<file path="config.mk">
export PLATFORM = sky130hd
export DESIGN_NAME = swe_ctrl
export DESIGN_NICKNAME = d
export VERILOG_FILES = /design/src/design/swe_pkg.sv /design/src/design/swe_ctrl.sv
export SDC_FILE = /design/constraint.sdc
export NUM_CORES = 1
export LEC_CHECK = 0
export BUFFER_PORTS_ARGS = -buffer_cell sky130_fd_sc_hd__buf_2
export CAP_MARGIN = 20
export CORE_UTILIZATION = 50
export CTS_BUF_LIST = sky130_fd_sc_hd__clkbuf_16
export DETAILED_ROUTE_END_ITERATION = 10
export HOLD_SLACK_MARGIN = 0.12
export PLACE_DENSITY = 0.82
export SLEW_MARGIN = 20
export SYNTH_ARGS = -nofsm -noshare
export SYNTH_HDL_FRONTEND = slang
export SYNTH_SLANG_ARGS = --single-unit
</file>
<file path="constraint.sdc">
create_clock -name clock -period 2.8 [get_ports clock]
set_input_delay 0.56 -clock clock [delete_from_list [all_inputs] [get_ports clock]]
set_output_delay 0.56 -clock clock [all_outputs]
set_load 0.01 [all_outputs]
</file>
<file path="src/design/swe_pkg.sv">
package swe_pkg;

   // Default sizes of the on-chip stores.
   localparam int DEF_MAX_POINTS   = 1024;
   localparam int DEF_MAX_CLUSTERS = 16;

   // Fixed widths of the transaction fields and registers.
   localparam int KIND_W         = 2;
   localparam int POINT_W        = 10;
   localparam int LABEL_W        = 4;
   localparam int DIST_W         = 32;
   localparam int NB_W           = 5;
   localparam int WIDTH_W        = 16;
   localparam int TOTAL_W        = 42;
   localparam int CSR_IDX_W      = 2;
   localparam int CSR_DATA_W     = 11;
   localparam int NUM_POINTS_W   = 11;
   localparam int NUM_CLUSTERS_W = 5;

   localparam logic [NUM_POINTS_W-1:0]   RST_NUM_POINTS   = 11'd2;
   localparam logic [NUM_CLUSTERS_W-1:0] RST_NUM_CLUSTERS = 5'd2;

   // The width is 16384 * ratio: fifteen quotient bits, then round half up.
   localparam int DIV_STEPS = 15;
   localparam int STEP_W    = 4;
   localparam int MAG_W     = 15;

   typedef enum logic [KIND_W-1:0] {
      KIND_CLEAR = 2'd0,
      KIND_LABEL = 2'd1,
      KIND_DIST  = 2'd2,
      KIND_QUERY = 2'd3
   } swe_kind_type;

   typedef enum logic [CSR_IDX_W-1:0] {
      REG_NUM_POINTS   = 2'd0,
      REG_NUM_CLUSTERS = 2'd1
   } swe_reg_type;

   typedef enum logic [4:0] {
      ST_SWEEP,
      ST_IDLE,
      ST_DISPATCH,
      ST_L_RDLBL,
      ST_L_CHK,
      ST_L_RDOLD,
      ST_L_DEC,
      ST_L_RDNEW,
      ST_L_INC,
      ST_D_RDLQ,
      ST_D_RDLP,
      ST_D_RDT1,
      ST_D_WRT1,
      ST_D_WRT2,
      ST_Q_RDLBL,
      ST_Q_OWN,
      ST_Q_OWNRD,
      ST_Q_OWNCAP,
      ST_Q_WRD,
      ST_Q_WMUL,
      ST_Q_WCMP,
      ST_Q_FIN,
      ST_Q_SUB,
      ST_Q_DIV,
      ST_Q_RND,
      ST_Q_OUT
   } swe_state_type;

   typedef struct packed {
      logic load;
      logic sweep_step;
      logic lbl_rd_p;
      logic lbl_rd_q;
      logic lbl_wr;
      logic save_a;
      logic save_b;
      logic cnt_rd_a;
      logic cnt_rd_lab;
      logic cnt_dec;
      logic cnt_inc;
      logic tot_rd_pa;
      logic tot_rd_qb;
      logic tot_wr_pa;
      logic tot_wr_qb;
      logic q_init;
      logic own_cap;
      logic walk_rd;
      logic walk_mul;
      logic walk_cmp;
      logic fin_mul;
      logic sub;
      logic div_step;
      logic rnd;
      logic out_load;
   } swe_cmd_type;

   typedef struct packed {
      swe_kind_type kind;
      logic         lbl_ok;
      logic         dist_ok;
      logic         p_ok;
      logic         old_valid;
      logic         sweep_last;
      logic         walk_done;
      logic         fin_ok;
      logic         xy_eq;
      logic         div_last;
      logic         out_free;
   } swe_status_type;

endpackage

</file>
<file path="src/design/swe_ctrl.sv">
module swe_ctrl (
   input  logic                    clock,
   input  logic                    reset,
   input  logic                    req_valid,
   output logic                    req_stall,
   input  swe_pkg::swe_status_type st,
   output swe_pkg::swe_cmd_type    cmd
);
   import swe_pkg::*;

   swe_state_type state_ff;
   swe_state_type state_in;

   always_ff @(posedge clock) begin
      if (reset) begin
         state_ff <= ST_SWEEP;
      end else begin
         state_ff <= state_in;
      end
   end

   always_comb begin
      state_in  = state_ff;
      cmd       = '0;
      req_stall = 1'b1;
      case (state_ff)
         ST_SWEEP: begin
            cmd.sweep_step = 1'b1;
            if (st.sweep_last) begin
               state_in = ST_IDLE;
            end
         end
         ST_IDLE: begin
            req_stall = 1'b0;
            if (req_valid) begin
               cmd.load = 1'b1;
               state_in = ST_DISPATCH;
            end
         end
         ST_DISPATCH: begin
            cmd.q_init = 1'b1;
            case (st.kind)
               KIND_CLEAR: state_in = ST_SWEEP;
               KIND_LABEL: state_in = st.lbl_ok ? ST_L_RDLBL : ST_IDLE;
               KIND_DIST:  state_in = st.dist_ok ? ST_D_RDLQ : ST_IDLE;
               KIND_QUERY: state_in = st.p_ok ? ST_Q_RDLBL : ST_Q_OUT;
               default:    state_in = ST_IDLE;
            endcase
         end
         ST_L_RDLBL: begin
            cmd.lbl_rd_p = 1'b1;
            state_in     = ST_L_CHK;
         end
         ST_L_CHK: begin
            cmd.save_a = 1'b1;
            state_in   = st.old_valid ? ST_L_RDOLD : ST_L_RDNEW;
         end
         ST_L_RDOLD: begin
            cmd.cnt_rd_a = 1'b1;
            state_in     = ST_L_DEC;
         end
         ST_L_DEC: begin
            cmd.cnt_dec = 1'b1;
            state_in    = ST_L_RDNEW;
         end
         ST_L_RDNEW: begin
            cmd.cnt_rd_lab = 1'b1;
            state_in       = ST_L_INC;
         end
         ST_L_INC: begin
            cmd.cnt_inc = 1'b1;
            cmd.lbl_wr  = 1'b1;
            state_in    = ST_IDLE;
         end
         ST_D_RDLQ: begin
            cmd.lbl_rd_q = 1'b1;
            state_in     = ST_D_RDLP;
         end
         ST_D_RDLP: begin
            cmd.lbl_rd_p = 1'b1;
            cmd.save_a   = 1'b1;
            state_in     = ST_D_RDT1;
         end
         ST_D_RDT1: begin
            cmd.save_b    = 1'b1;
            cmd.tot_rd_pa = 1'b1;
            state_in      = ST_D_WRT1;
         end
         ST_D_WRT1: begin
            cmd.tot_wr_pa = 1'b1;
            cmd.tot_rd_qb = 1'b1;
            state_in      = ST_D_WRT2;
         end
         ST_D_WRT2: begin
            cmd.tot_wr_qb = 1'b1;
            state_in      = ST_IDLE;
         end
         ST_Q_RDLBL: begin
            cmd.lbl_rd_p = 1'b1;
            state_in     = ST_Q_OWN;
         end
         ST_Q_OWN: begin
            cmd.save_a = 1'b1;
            state_in   = ST_Q_OWNRD;
         end
         ST_Q_OWNRD: begin
            cmd.tot_rd_pa = 1'b1;
            cmd.cnt_rd_a  = 1'b1;
            state_in      = ST_Q_OWNCAP;
         end
         ST_Q_OWNCAP: begin
            cmd.own_cap = 1'b1;
            state_in    = ST_Q_WRD;
         end
         ST_Q_WRD: begin
            if (st.walk_done) begin
               state_in = ST_Q_FIN;
            end else begin
               cmd.walk_rd = 1'b1;
               state_in    = ST_Q_WMUL;
            end
         end
         ST_Q_WMUL: begin
            cmd.walk_mul = 1'b1;
            state_in     = ST_Q_WCMP;
         end
         ST_Q_WCMP: begin
            cmd.walk_cmp = 1'b1;
            state_in     = ST_Q_WRD;
         end
         ST_Q_FIN: begin
            if (st.fin_ok) begin
               cmd.fin_mul = 1'b1;
               state_in    = ST_Q_SUB;
            end else begin
               state_in = ST_Q_OUT;
            end
         end
         ST_Q_SUB: begin
            if (st.xy_eq) begin
               state_in = ST_Q_OUT;
            end else begin
               cmd.sub  = 1'b1;
               state_in = ST_Q_DIV;
            end
         end
         ST_Q_DIV: begin
            cmd.div_step = 1'b1;
            if (st.div_last) begin
               state_in = ST_Q_RND;
            end
         end
         ST_Q_RND: begin
            cmd.rnd  = 1'b1;
            state_in = ST_Q_OUT;
         end
         ST_Q_OUT: begin
            if (st.out_free) begin
               cmd.out_load = 1'b1;
               state_in     = ST_IDLE;
            end
         end
         default: state_in = ST_SWEEP;
      endcase
   end

endmodule

</file>
Yosys cells after proc, flatten, opt, wreduce, memory -nomap -nowiden

Index checks and enable logic that the tools add are counted.

Bits in registers: 5
Latch bits: 0
RAM bits: 0
Bits in read-only memories: 0
Output and inout bits: 26
Logic and storage cells: 84
Memories: 0

$add $sub $neg: 0
$mul: 0
Div/mod/pow operators: 0
$lt $le $gt $ge: 0
Eq/ne operators: 32
Shifts and indexed selects: 0
Multiplexer cells: 42
Bitwise logic cells: 0
Reduce and logical (&&, ||, !) cells: 9

Operator list:

| kind               | count |
|---|---|
| $pmux 5 s24        | 1 |
| $eq 5x5->1 const B | 10 |
| $eq 5x4->1 const B | 8 |
| $mux 1             | 28 |
| $mux 5             | 5 |
| $eq 5x3->1 const B | 4 |
| $pmux 5 s4         | 1 |
| $mux 4             | 3 |
| $eq 5x2->1 const B | 2 |
| $ne 2x2->1 const B | 4 |
| $reduce_or 2->1    | 4 |
| $mux 2             | 3 |
| $reduce_or 3->1    | 2 |
| $eq 5x1->1 const B | 1 |
| $logic_not 5->1    | 1 |
| $eq 2x2->1 const B | 2 |
| $reduce_and 4->1   | 1 |
| $mux 3             | 1 |
| $eq 2x1->1 const B | 1 |
| $logic_not 2->1    | 1 |

Longest topological paths before layout

Depth in word-level cells: 3
Mapped depth: 6

Worst setup path before layout

Ideal clock, no wire load.

Kind: register to output
Start point: reg state_ff[0]
End point: out cmd[12] in the netlist's numbering
Arrival: 1.229 ns
Required time: 2.240 ns
Path slack: 1.011 ns
Stages on the path, launching flop included: 5
Buffers on the path: 3
Path through: dfxtp_1 -> buf_6 -> clkbuf_1 -> nor3_1 -> buf_4

RTL lines:

| element                | RTL line       | text |
|---|---|---|
| from (decl)            | swe_ctrl.sv:11 | `swe_state_type state_ff;` |
| from (signal assigned) | swe_ctrl.sv:18 | `state_ff <= state_in;` |
| to (decl)              | swe_ctrl.sv:7  | `output swe_pkg::swe_cmd_type cmd` |

==> run metrics <==
status complete, no violations; largest family of logic cells by synthesized area simple AND/OR/NAND/NOR gates; net count after synthesis 162; Worst EP arrival 1.81 ns; combinational share of power 0.619; # Post-CTS Setup Buffers 0; via count 1,316; sequential area share after synthesis 0.09804; layout cell share with drive strength beyond 1 0.3187; Power Dens Cells 836.8 nW/um^2; Cell Area, Synth 1021 um^2; drt pass-1 iters 4; number of synthesized flops with an enable pin 0; DP HPWL 2335 um; diode count 0; static leakage 0.5410 nW; Pins Over Slew Limit 0; Layout Nets 198; Tightest Pin Transition 0.6788 ns; CORE AREA 1821 um^2; register share of total power 0.163; GRT Overall Usage 0.3046; # rows 15; cells on worst reg2reg path 5; port bufs 40; final setup fails 0; CTS sink count 5; switching part of the total 0.4647; setup TNS 0 ns; CTS tree yes; Final Hold Viols 0; Post-DRT Antenna Nets 0; Mapped Cells 147; Period minus WS final 2.371 ns; FILL cells 159; Compound-Gate Fraction of Synth Area 0.2757; setup ws final 0.4292 ns; clk_lat worst skew 0.23 ns; crit path capture type output pin; CP Data Required Time 2.24 ns; final WL 3177 um; Reg with most FFs state_ff; post-synthesis register bit count 5; pre-CTS setup slack ~0.68 ns; CTS resizes 0; drt drc 0; CP max FO 21; GPL Wtd Cong 0.9779; Vias/cell between 6 and 7; clk root buf clkbuf_16; grt ovf 0; Clock transition at path regs around 0.030 ns; hold_buf cts 0; prevailing post-synth register cell dfxtp_1; simple-gate share of the synthesized area 0.4804; multi-input logic area 793.3 um^2; WL/cell 15.35 um; part of the power in the clock network 0.218; unrepaired setup endpoints after global routing false; maximum clock path buffer count 2; synth warn 0; Die Area 2227 um^2; WS Path Type reg -> out; Starting DRT DRC Count 56; FFs w/ async S/R, synth 0; vias in the first global route 1,108; skew final 0.001813 ns; Synth Area in XOR/XNOR 0; initial antenna violation count 0; max_slew headroom 0.5469; FF+latch area 100.1 um^2; die width 47.19 um; Max IR drop VDD 0.4881 mV; post-synthesis cell type count 47; height of the chip between 40 and 50 um; TritonCTS buffer count 3; max cap viols 0; R2R Setup Slk between 0.8 and 0.9 ns; I/O pins 41; switching power roughly 490 uW; Hold Path Class in -> reg; Initial Util 0.5608; first-pass GRT wire length 4892 um; largest registers state_ff (5); adder-cell share of the synthesized area 0; fmax 0.4218 GHz; P_int 562.7 uW; period utilization 0.8467; Area Overhead vs Synth 23.04%; largest net degree at the start of global routing 22; H-Tree Depth 1; post-synthesis mux area share 0.02083; Setup crit start kind flop; Post-Syn Area per Cell ~6.9 um^2; max reg flops 5; hold depth 2
==> power groups by stage <==
stage / Clock (mW) / Combinational [mW] / Sequential, mW
6_report: 0.229 / 0.651 / 0.171
5_1_grt: 0.235 / 0.707 / 0.177
4_1_cts: 0.229 / 0.640 / 0.168
3_5_place_dp: 0 / 0.630 / 0.169
3_3_place_gp: 0 / 0.615 / 0.166
2_1_floorplan: 0 / 0.551 / 0.116
==> worst max-delay path, cell delays in order (launching register included) <==
cell and delay [ns]:
dfxtp_1 0.72, nand2b_1 0.27, or2_2 0.34, a21oi_1 0.11
buf_2 0.14
==> final timing paths <==
check                            startpoint           to
worst min register to register  state_ff[0]  state_ff[0]
worst max-delay path            state_ff[3]      cmd[13]
worst max register to register  state_ff[0]  state_ff[3]
worst min-delay path                  reset  state_ff[4]
==> cells by family after synthesis <==
group                  count (synthesis)
AO/OA/AOI/OAI                         39
buffers and inverters                 18
flip-flops                             5
multiplexers                           2
AND/OR/NAND/NOR                       83
==> cells in the mapped netlist (2+ instances only) <==
cell	n	area share
nor2_1	16	0.059
a21oi_1	15	0.074
nor3_1	12	0.059
and3_1	7	0.043
nand2_1	6	0.022
nand2b_1	6	0.037
nand3b_1	6	0.044
buf_4	5	0.037
buf_6	5	0.055
dfxtp_1	5	0.098
inv_1	4	0.015
o21ai_0	4	0.020
o32ai_1	4	0.034
buf_2	3	0.015
nand3_1	3	0.015
nor3b_1	3	0.022
or2b_1	3	0.022
or3_1	3	0.018
a211oi_1	2	0.015
a311oi_2	2	0.029
a31oi_1	2	0.012
and2_1	2	0.012
nor2b_1	2	0.012
nor4_1	2	0.012
or2_2	2	0.012
or3b_1	2	0.017
==> final cells by class <==
cell class | instances | area share
inverters | 4 | 0.01195
clock buffers | 3 | 0.05976
multi-input cells | 124 | 0.6315
clock inverters | 1 | 0.002988
flip-flops and latches | 5 | 0.07968
well taps | 25 | 0.02490
repair buffers | 45 | 0.1892
==> placed cells by master (no fill, tap or decap), drive strengths merged, types with 2 or more instances in the layout <==
cell | synthesis | layout
buf | 13 | 45
nor2 | 16 | 16
a21oi | 15 | 15
nor3 | 12 | 12
and3 | 7 | 7
nand2 | 7 | 7
nand2b | 7 | 7
nand3b | 6 | 6
inv | 4 | 5
dfxtp | 5 | 5
o21ai | 4 | 4
o32ai | 4 | 4
nor3b | 4 | 4
or3 | 3 | 3
or2b | 3 | 3
nand3 | 3 | 3
clkbuf | 1 | 3
or2 | 3 | 3
a311oi | 3 | 3
or3b | 2 | 2
nor4 | 2 | 2
and2 | 2 | 2
a211oi | 2 | 2
nor2b | 2 | 2
a31oi | 2 | 2
o311ai | 2 | 2
==> metal layers <==
metal / track usage / vias to the layer above / share of wire
met5: 0 / - / 0
met4: 0.09714 / 0 / 0.027
met3: 0.04615 / 11 / 0.086
met2: 0.5250 / 93 / 0.47
met1: 0.3869 / 590 / 0.42
li1: - / 622 / -
==> through the flow <==
| stage | total power [mW] | cells | utilization | hold WS [ns] | instance area (um^2) |
|---|---|---|---|---|---|
| 2_1_floorplan | 0.6671 | 147 | - | 0.6279 | 1021 |
| 3_3_place_gp | 0.7807 | 203 | 0.6467 | 0.7648 | 1177 |
| 3_5_place_dp | 0.7984 | 203 | 0.6467 | 0.7702 | 1177 |
| 4_1_cts | 1.036 | 207 | 0.6900 | 0.5856 | 1256 |
| 5_1_grt | 1.120 | 207 | 0.6900 | 0.5948 | 1256 |
| 6_report | 1.051 | 207 | 0.6900 | 0.5868 | 1256 |
(Power assumes the default switching activity.)
